--- src/hw/rtl/sss_pkg.sv ---
package sss_pkg;

  localparam int NeedleMax = 8;
  localparam int IndexBits = 16;

  localparam int ByteBits   = 8;
  localparam int NeedleBits = NeedleMax * ByteBits;
  localparam int LenFieldW  = 4;
  localparam int MatchIdxW  = 16;
  localparam int LenBits    = $clog2(NeedleMax + 1);
  localparam int CellIdxW   = (NeedleMax > 1) ? $clog2(NeedleMax) : 1;

  localparam int CfgIdxBits  = 1;
  localparam int CfgDataBits = NeedleBits;

  typedef enum logic [CfgIdxBits-1:0] {
    CfgNeedleBytes  = 1'b0,
    CfgNeedleLength = 1'b1
  } cfg_idx_e;

  typedef struct packed {
    logic                 found;
    logic [MatchIdxW-1:0] match_index;
  } result_t;

endpackage

--- src/hw/rtl/sss_in_if.sv ---
interface sss_in_if;
  logic                                valid;
  logic                                ready;
  logic [sss_pkg::ByteBits-1:0]        data_byte;
  logic                                first_byte;
  logic                                last_byte;
  logic [sss_pkg::MatchIdxW-1:0]       start_index;

  modport source (output valid, output data_byte, output first_byte, output last_byte,
                  output start_index, input ready);
  modport sink (input valid, input data_byte, input first_byte, input last_byte,
                input start_index, output ready);
endinterface

--- src/hw/rtl/sss_out_if.sv ---
interface sss_out_if;
  logic                          valid;
  logic                          ready;
  logic                          found;
  logic [sss_pkg::MatchIdxW-1:0] match_index;

  modport source (output valid, output found, output match_index, input ready);
  modport sink (input valid, input found, input match_index, output ready);
endinterface

--- src/hw/rtl/substring_stream_search_core.sv ---
// Shift-and substring search over a byte stream. One haystack byte is taken
// per beat, every cycle that input is not held off, by a row of compare cells
// (one per needle byte) whose match bits shift one cell along on each byte. A
// beat with first_byte set opens a search at start_index; at most one result
// beat follows per search: found with the start index of the first match, or
// not found at the beat with last_byte set. The result leaves through a
// registered output stage with a one-entry skid; input is held off only when
// both stages are full. Write needle_bytes and needle_length while idle;
// lengths above the needle width are clamped.
module substring_stream_search_core (
  input  logic                                  clk_i,
  input  logic                                  rst_ni,
  input  logic                                  cfg_we_i,
  input  logic [sss_pkg::CfgIdxBits-1:0]        cfg_idx_i,
  input  logic [sss_pkg::CfgDataBits-1:0]       cfg_wdata_i,
  sss_in_if.sink                                in_i,
  sss_out_if.source                             out_o
);

  logic [sss_pkg::NeedleBits-1:0] needle_q;
  logic [sss_pkg::LenFieldW-1:0]  len_q;
  logic [sss_pkg::IndexBits-1:0]  pos_q, pos_d, pos_cur;
  logic                           done_q, done_d, done_cur;

  logic [sss_pkg::LenBits-1:0]    len_eff, len_m1;
  logic                           len_zero;
  logic [sss_pkg::NeedleMax-1:0]  cell_en, pm_d, pm_q, prev;

  logic                           accept, adv, hit, full;
  logic                           res_valid;
  sss_pkg::result_t               res;
  logic [sss_pkg::IndexBits-1:0]  start_pos;

  always_ff @(posedge clk_i or negedge rst_ni) begin
    if (!rst_ni) begin
      needle_q <= '0;
      len_q    <= '0;
    end else if (cfg_we_i) begin
      unique case (cfg_idx_i)
        sss_pkg::CfgNeedleBytes:  needle_q <= cfg_wdata_i;
        sss_pkg::CfgNeedleLength: len_q    <= cfg_wdata_i[sss_pkg::LenFieldW-1:0];
        default: ;
      endcase
    end
  end

  always_comb begin
    if (int'(len_q) > sss_pkg::NeedleMax) begin
      len_eff = sss_pkg::LenBits'(sss_pkg::NeedleMax);
    end else begin
      len_eff = sss_pkg::LenBits'(len_q);
    end
    len_zero = (len_eff == '0);
    len_m1   = len_eff - sss_pkg::LenBits'(1);
    for (int k = 0; k < sss_pkg::NeedleMax; k++) begin
      cell_en[k] = (k < int'(len_eff));
    end
  end

  assign accept   = in_i.valid & in_i.ready;
  assign done_cur = in_i.first_byte ? 1'b0 : done_q;
  assign pos_cur  = in_i.first_byte ? sss_pkg::IndexBits'(in_i.start_index) : pos_q;
  assign adv      = accept & ~done_cur;

  // first byte restarts the vector: drop the neighbor bits, keep the seed into cell 0
  always_comb begin
    prev[0] = 1'b1;
    for (int k = 1; k < sss_pkg::NeedleMax; k++) begin
      prev[k] = pm_q[k-1] & ~in_i.first_byte;
    end
  end

  for (genvar g = 0; g < sss_pkg::NeedleMax; g++) begin : g_cell
    sss_cell u_cell (
      .clk_i    (clk_i),
      .rst_ni   (rst_ni),
      .adv_i    (adv & ~len_zero),
      .clr_i    (accept & in_i.first_byte),
      .en_i     (cell_en[g]),
      .prev_i   (prev[g]),
      .data_i   (in_i.data_byte),
      .needle_i (needle_q[g*sss_pkg::ByteBits +: sss_pkg::ByteBits]),
      .bit_d_o  (pm_d[g]),
      .bit_q_o  (pm_q[g])
    );
  end

  assign hit = ~len_zero & pm_d[len_m1[sss_pkg::CellIdxW-1:0]];

  always_comb begin
    start_pos       = pos_cur - sss_pkg::IndexBits'(len_m1);
    res_valid       = adv & (len_zero | hit | in_i.last_byte);
    res.found       = len_zero | hit;
    res.match_index = '0;
    if (len_zero) begin
      res.match_index = sss_pkg::MatchIdxW'(pos_cur);
    end else if (hit) begin
      res.match_index = sss_pkg::MatchIdxW'(start_pos);
    end
    pos_d  = adv ? pos_cur + sss_pkg::IndexBits'(1) : pos_cur;
    done_d = done_cur | res_valid;
  end

  always_ff @(posedge clk_i or negedge rst_ni) begin
    if (!rst_ni) begin
      pos_q  <= '0;
      done_q <= 1'b0;
    end else if (accept) begin
      pos_q  <= pos_d;
      done_q <= done_d;
    end
  end

  sss_out_buf u_out_buf (
    .clk_i       (clk_i),
    .rst_ni      (rst_ni),
    .push_i      (res_valid),
    .push_data_i (res),
    .full_o      (full),
    .out_o       (out_o)
  );

  assign in_i.ready = ~full;

endmodule

--- src/hw/rtl/sss_cell.sv ---
module sss_cell (
  input  logic                         clk_i,
  input  logic                         rst_ni,
  input  logic                         adv_i,
  input  logic                         clr_i,
  input  logic                         en_i,
  input  logic                         prev_i,
  input  logic [sss_pkg::ByteBits-1:0] data_i,
  input  logic [sss_pkg::ByteBits-1:0] needle_i,
  output logic                         bit_d_o,
  output logic                         bit_q_o
);

  logic bit_d, bit_q;

  always_comb begin
    bit_d = prev_i & en_i & (data_i == needle_i);
  end

  always_ff @(posedge clk_i or negedge rst_ni) begin
    if (!rst_ni) begin
      bit_q <= 1'b0;
    end else if (adv_i) begin
      bit_q <= bit_d;
    end else if (clr_i) begin
      bit_q <= 1'b0;
    end
  end

  assign bit_d_o = bit_d;
  assign bit_q_o = bit_q;

endmodule

--- src/hw/rtl/sss_out_buf.sv ---
module sss_out_buf (
  input  logic             clk_i,
  input  logic             rst_ni,
  input  logic             push_i,
  input  sss_pkg::result_t push_data_i,
  output logic             full_o,
  sss_out_if.source        out_o
);

  logic             out_valid_q, skid_valid_q;
  sss_pkg::result_t out_data_q, skid_data_q;
  logic             pop;

  assign pop = out_valid_q & out_o.ready;

  always_ff @(posedge clk_i or negedge rst_ni) begin
    if (!rst_ni) begin
      out_valid_q  <= 1'b0;
      skid_valid_q <= 1'b0;
    end else begin
      if (skid_valid_q) begin
        // skid full means no push this cycle; drain into the output stage
        if (pop) begin
          out_valid_q  <= 1'b1;
          skid_valid_q <= 1'b0;
        end
      end else if (push_i) begin
        if (out_valid_q && !pop) begin
          skid_valid_q <= 1'b1;
        end else begin
          out_valid_q <= 1'b1;
        end
      end else if (pop) begin
        out_valid_q <= 1'b0;
      end
    end
  end

  always_ff @(posedge clk_i) begin
    if (skid_valid_q) begin
      if (pop) begin
        out_data_q <= skid_data_q;
      end
    end else if (push_i) begin
      if (out_valid_q && !pop) begin
        skid_data_q <= push_data_i;
      end else begin
        out_data_q <= push_data_i;
      end
    end
  end

  assign full_o            = skid_valid_q;
  assign out_o.valid       = out_valid_q;
  assign out_o.found       = out_data_q.found;
  assign out_o.match_index = out_data_q.match_index;

endmodule
--- src/flat_wrapper.sv ---
// flat-port wrapper written by rule: the top's interface ports become plain ports
module substring_stream_search_core_flat 
  (clk_i, rst_ni, cfg_we_i, cfg_idx_i, cfg_wdata_i, in_i_valid, in_i_data_byte, in_i_first_byte, in_i_last_byte, in_i_start_index, in_i_ready, out_o_valid, out_o_found, out_o_match_index, out_o_ready);
  sss_in_if in_i_i ();
  sss_out_if out_o_i ();
  input  logic clk_i;
  input  logic rst_ni;
  input  logic cfg_we_i;
  input  logic [sss_pkg::CfgIdxBits-1:0] cfg_idx_i;
  input  logic [sss_pkg::CfgDataBits-1:0] cfg_wdata_i;
  input wire logic [$bits(in_i_i.valid)-1:0] in_i_valid;
  input wire logic [$bits(in_i_i.data_byte)-1:0] in_i_data_byte;
  input wire logic [$bits(in_i_i.first_byte)-1:0] in_i_first_byte;
  input wire logic [$bits(in_i_i.last_byte)-1:0] in_i_last_byte;
  input wire logic [$bits(in_i_i.start_index)-1:0] in_i_start_index;
  output wire logic [$bits(in_i_i.ready)-1:0] in_i_ready;
  output wire logic [$bits(out_o_i.valid)-1:0] out_o_valid;
  output wire logic [$bits(out_o_i.found)-1:0] out_o_found;
  output wire logic [$bits(out_o_i.match_index)-1:0] out_o_match_index;
  input wire logic [$bits(out_o_i.ready)-1:0] out_o_ready;
  assign in_i_i.valid = in_i_valid;
  assign in_i_i.data_byte = in_i_data_byte;
  assign in_i_i.first_byte = in_i_first_byte;
  assign in_i_i.last_byte = in_i_last_byte;
  assign in_i_i.start_index = in_i_start_index;
  assign in_i_ready = in_i_i.ready;
  assign out_o_valid = out_o_i.valid;
  assign out_o_found = out_o_i.found;
  assign out_o_match_index = out_o_i.match_index;
  assign out_o_i.ready = out_o_ready;
  substring_stream_search_core u_core (.clk_i(clk_i), .rst_ni(rst_ni), .cfg_we_i(cfg_we_i), .cfg_idx_i(cfg_idx_i), .cfg_wdata_i(cfg_wdata_i), .in_i(in_i_i), .out_o(out_o_i));
endmodule
--- config.mk ---
export PLATFORM = sky130hd
export DESIGN_NAME = substring_stream_search_core_flat
export DESIGN_NICKNAME = d
export VERILOG_FILES = /design/src/hw/rtl/sss_pkg.sv /design/src/hw/rtl/sss_in_if.sv /design/src/hw/rtl/sss_out_if.sv /design/src/hw/rtl/substring_stream_search_core.sv /design/src/hw/rtl/sss_cell.sv /design/src/hw/rtl/sss_out_buf.sv /design/src/flat_wrapper.sv
export SDC_FILE = /design/constraint.sdc
export NUM_CORES = 1
export LEC_CHECK = 0
export ABC_AREA = 1
export BUFFER_PORTS_ARGS = -buffer_cell sky130_fd_sc_hd__buf_2
export CORE_ASPECT_RATIO = 0.75
export CORE_MARGIN = 1
export CORE_UTILIZATION = 26
export DETAILED_ROUTE_END_ITERATION = 10
export RECOVER_POWER = 100
export SYNTH_ARGS = -nofsm -noshare
export SYNTH_HDL_FRONTEND = slang
export SYNTH_HIERARCHICAL = 1
export SYNTH_SLANG_ARGS = --single-unit
--- constraint.sdc ---
create_clock -name clk_i -period 3.9 [get_ports clk_i]
set_clock_uncertainty 0.15 [all_clocks]
set_input_delay 0.39 -clock clk_i [delete_from_list [all_inputs] [get_ports clk_i]]
set_output_delay 0.39 -clock clk_i [all_outputs]
set_load 0.1 [all_outputs]
==> flow_metrics.env <==
export IMPL_crit_buf_inv=1
export IMPL_grt_max_degree=76
export IMPL_grt_usage_pct=14.2
export IMPL_layout_min_cycle_time_ps=3480
export IMPL_num_io_pins=115
export IMPL_cp_data_required_time_ps=3870
export IMPL_p_sw_share_pct=41.8
export IMPL_drtIter0Drc=385
export IMPL_seqPwrFrac_pct=34.6
export IMPL_hold_viol_final=0
export IMPL_critPathKind="reg -> reg"
export IMPL_status="finished with violations"
export IMPL_crit_chain="nor2_1 -> nand2_1 -> nand2_2 -> nand2_1 -> ha_2 -> o21ai_1 -> nand2_1 -> nor3_1 -> nand3_1 -> nor2_1 -> nand2_1 -> nand3_1 -> nand3_1 -> nand2_1 -> nor2_1 -> a21oi_1 -> nand2_1 -> a21oi_1 -> buf_6"
export IMPL_slew_headroom_pct=-33.7
export IMPL_drc_errors=0
export IMPL_cpMostUsedCell="nand2_1"
export IMPL_min_delay_start="cfg_wdata_i[61]"
export IMPL_holdPathStages=2
export IMPL_die_area_um2=31600
export IMPL_cts_buffers=17
export IMPL_intPower_w=0.00316
export IMPL_slew_viol_final=76
export IMPL_final_antenna_net_count=0
export IMPL_antenna_found_initial=9
export IMPL_worstSkewPairLatency_ps=430
export IMPL_dpl_hpwl_mm=16.3
export IMPL_post_cts_resized=0
export IMPL_p_total_w=0.00542
export IMPL_cts_tree="yes"
export IMPL_fin_tns_setup_ps=0
export IMPL_ys_warn_count=6
export IMPL_hold_slack_ps=38.9
export IMPL_path_delay_family="simple AND/OR/NAND/NOR gates"
export IMPL_row_count=55
export IMPL_die_h_um=154
export IMPL_clock_fmax_mhz=287
export IMPL_fin_crit_sh_pct=89.2
export IMPL_crit_arrival_ps=3450
export IMPL_post_cts_buffers=0
export IMPL_clkPwrFrac_pct=28.7
export IMPL_startpoint_type="register"
export IMPL_routed_wl_mm=21.7
export IMPL_n_fill_cell=3234
export IMPL_syn_inst=1058
export IMPL_gp_congestion=0.854
export IMPL_cts_buffer_depth=2
export IMPL_synth_area_um2=8030
export IMPL_path_clk_slew_ps=60
export IMPL_combPwrFrac_pct=36.7
export IMPL_layout_drive_gt1_share_pct=20.6
export IMPL_root_buffer="clkbuf_16"
export IMPL_worstHoldPathType="in -> reg"
export IMPL_worst_r2r_path_depth=19
export IMPL_critical_path_depth=19
export IMPL_grt_ovfl_total=0
export IMPL_drv_cap=1
export IMPL_critPathMaxFanout=17
export IMPL_cp_end_kind="register"
export IMPL_cpPeakStageDelay_ps=450
export IMPL_fin_area_um2=9570
export IMPL_r2r_end="u_core/u_out_buf/out_o.match_index[6]$_DFFE_PP_"
export IMPL_postCtsHoldBufs=0
export IMPL_syn_nets=1163
export IMPL_initial_utilization_pct=26.5
export IMPL_leakage_nw=4.88
export IMPL_port_buffers=114
export IMPL_crit_slowest_cell="dfrtp_2"
export IMPL_p_switching_w=0.00226
export IMPL_setup_viol=0
export IMPL_peakVddDrop_mv=0.287
export IMPL_cts_sinks=128
export IMPL_rsz0062_at_grt="false"
export IMPL_placedInstanceArea_um2=9070
export IMPL_r2r_start="u_core/len_q[0]$_DFFE_PN0P_"
export IMPL_final_net_count=1287
export IMPL_grt_pass1_vias=6624
export IMPL_fp_dieW_um=205
export IMPL_core_area_um2=30300
export IMPL_via_count=6930
export IMPL_dr_pass1_iters=5
export IMPL_syn_avg_cell_area_um2=7.59
export IMPL_h_tree_depth=4
export IMPL_violations="max-capacitance violations, max-slew violations"
export IMPL_vias_per_cell=4.33
export IMPL_grt_pass1_wl_mm=34.8
export IMPL_power_density_nw_per_um2=566
export IMPL_r2r_slack_ps=420
export IMPL_min_to="u_core/needle_q[61]$_DFFE_PN0P_"
export IMPL_tightest_slew_ps=2010
export IMPL_syn2layout_area_growth_pct=19.2
export IMPL_routedWlPerCell_um=13.6
==> sequential cells by signal, summed over array words and instances, names as in the netlist <==
| signal | cells |
|---|---|
| u_core/needle_q | 64 |
| u_core/u_out_buf/skid_data_q | 17 |
| u_core/pos_q | 16 |
| u_core/u_out_buf/out_o.match_index | 16 |
| u_core/g_cell.u_cell/bit_q_o | 7 |
| u_core/len_q | 4 |
| u_core/done_q | 1 |
| u_core/u_out_buf/full_o | 1 |
| u_core/u_out_buf/out_o.found | 1 |
| u_core/u_out_buf/out_o.valid | 1 |
==> cells in the final DEF, fill, tap and decap left out, types with 17 or more instances in the layout <==
master       n
nand2_1    322
edfxtp_1    34
clkbuf_16   17
clkbuf_1    25
nand2_2     26
buf_2       93
o21ai_0     37
inv_1      169
nor2_1     125
mux2_2      59
nand3_1     68
xor2_1      23
dfrtp_1     93
==> power by group through the flow <==
| stage | Combinational, W | Clock, W | Sequential, W |
|---|---|---|---|
| final | 0.00199 | 0.00156 | 0.00187 |
| after global routing | 0.00219 | 0.00165 | 0.00191 |
| after CTS | 0.00203 | 0.00160 | 0.00187 |
| after detailed placement | 0.00202 | 0 | 0.00189 |
| after global placement | 0.00201 | 0 | 0.00188 |
| after floorplan | 0.00106 | 0 | 0.00238 |
==> area by class of cell <==
class | count | area, um2 | share of cell area, %
Sequential cell | 128 | 3370 | 35.3
Multi-Input combinational cell | 735 | 3840 | 40.1
Tap cell | 399 | 499 | 5.22
Clock buffer | 20 | 467 | 4.88
Clock inverter | 12 | 108 | 1.12
Timing Repair Buffer | 124 | 609 | 6.37
Antenna cell | 6 | 15.0 | 0.157
Inverter | 176 | 663 | 6.93
==> stage by stage <==
step / utilization, % / instances / setup slack (ps)
after floorplan: - / 1058 / 499
after global placement: 29.9 / 1562 / 407
after detailed placement: 29.9 / 1562 / 324
after CTS: 31.8 / 1594 / 299
after global routing: 31.6 / 1596 / 44.3
final: 31.6 / 1600 / 420
==> worst max-delay path by stage <==
stage	startpoint	end	slack, ps
final	u_core/len_q[0]$_DFFE_PN0P_	u_core/u_out_buf/out_o.match_index[6]$_DFFE_PP_	420
after global routing	u_core/len_q[0]$_DFFE_PN0P_	u_core/u_out_buf/out_o.match_index[7]$_DFFE_PP_	40
after CTS	u_core/len_q[0]$_DFFE_PN0P_	u_core/u_out_buf/skid_data_q[5]$_DFFE_PP_	300
after detailed placement	u_core/len_q[0]$_DFFE_PN0P_	u_core/u_out_buf/skid_data_q[2]$_DFFE_PP_	320
after global placement	u_core/len_q[0]$_DFFE_PN0P_	u_core/u_out_buf/skid_data_q[0]$_DFFE_PP_	410
after floorplan	u_core/len_q[0]$_DFFE_PN0P_	u_core/u_out_buf/out_o.found$_DFFE_PP_	500
==> layer usage <==
layer | GRT usage [%] | vias up | routed length, um
met1 | 19.6 | 3195 | 10700
li1 | - | 3544 | -
met4 | 4.20 | 6 | 285
met3 | 4.28 | 24 | 1270
met2 | 21.4 | 161 | 9440
met5 | 0 | - | 45
Power figures use the tool's default switching activity.
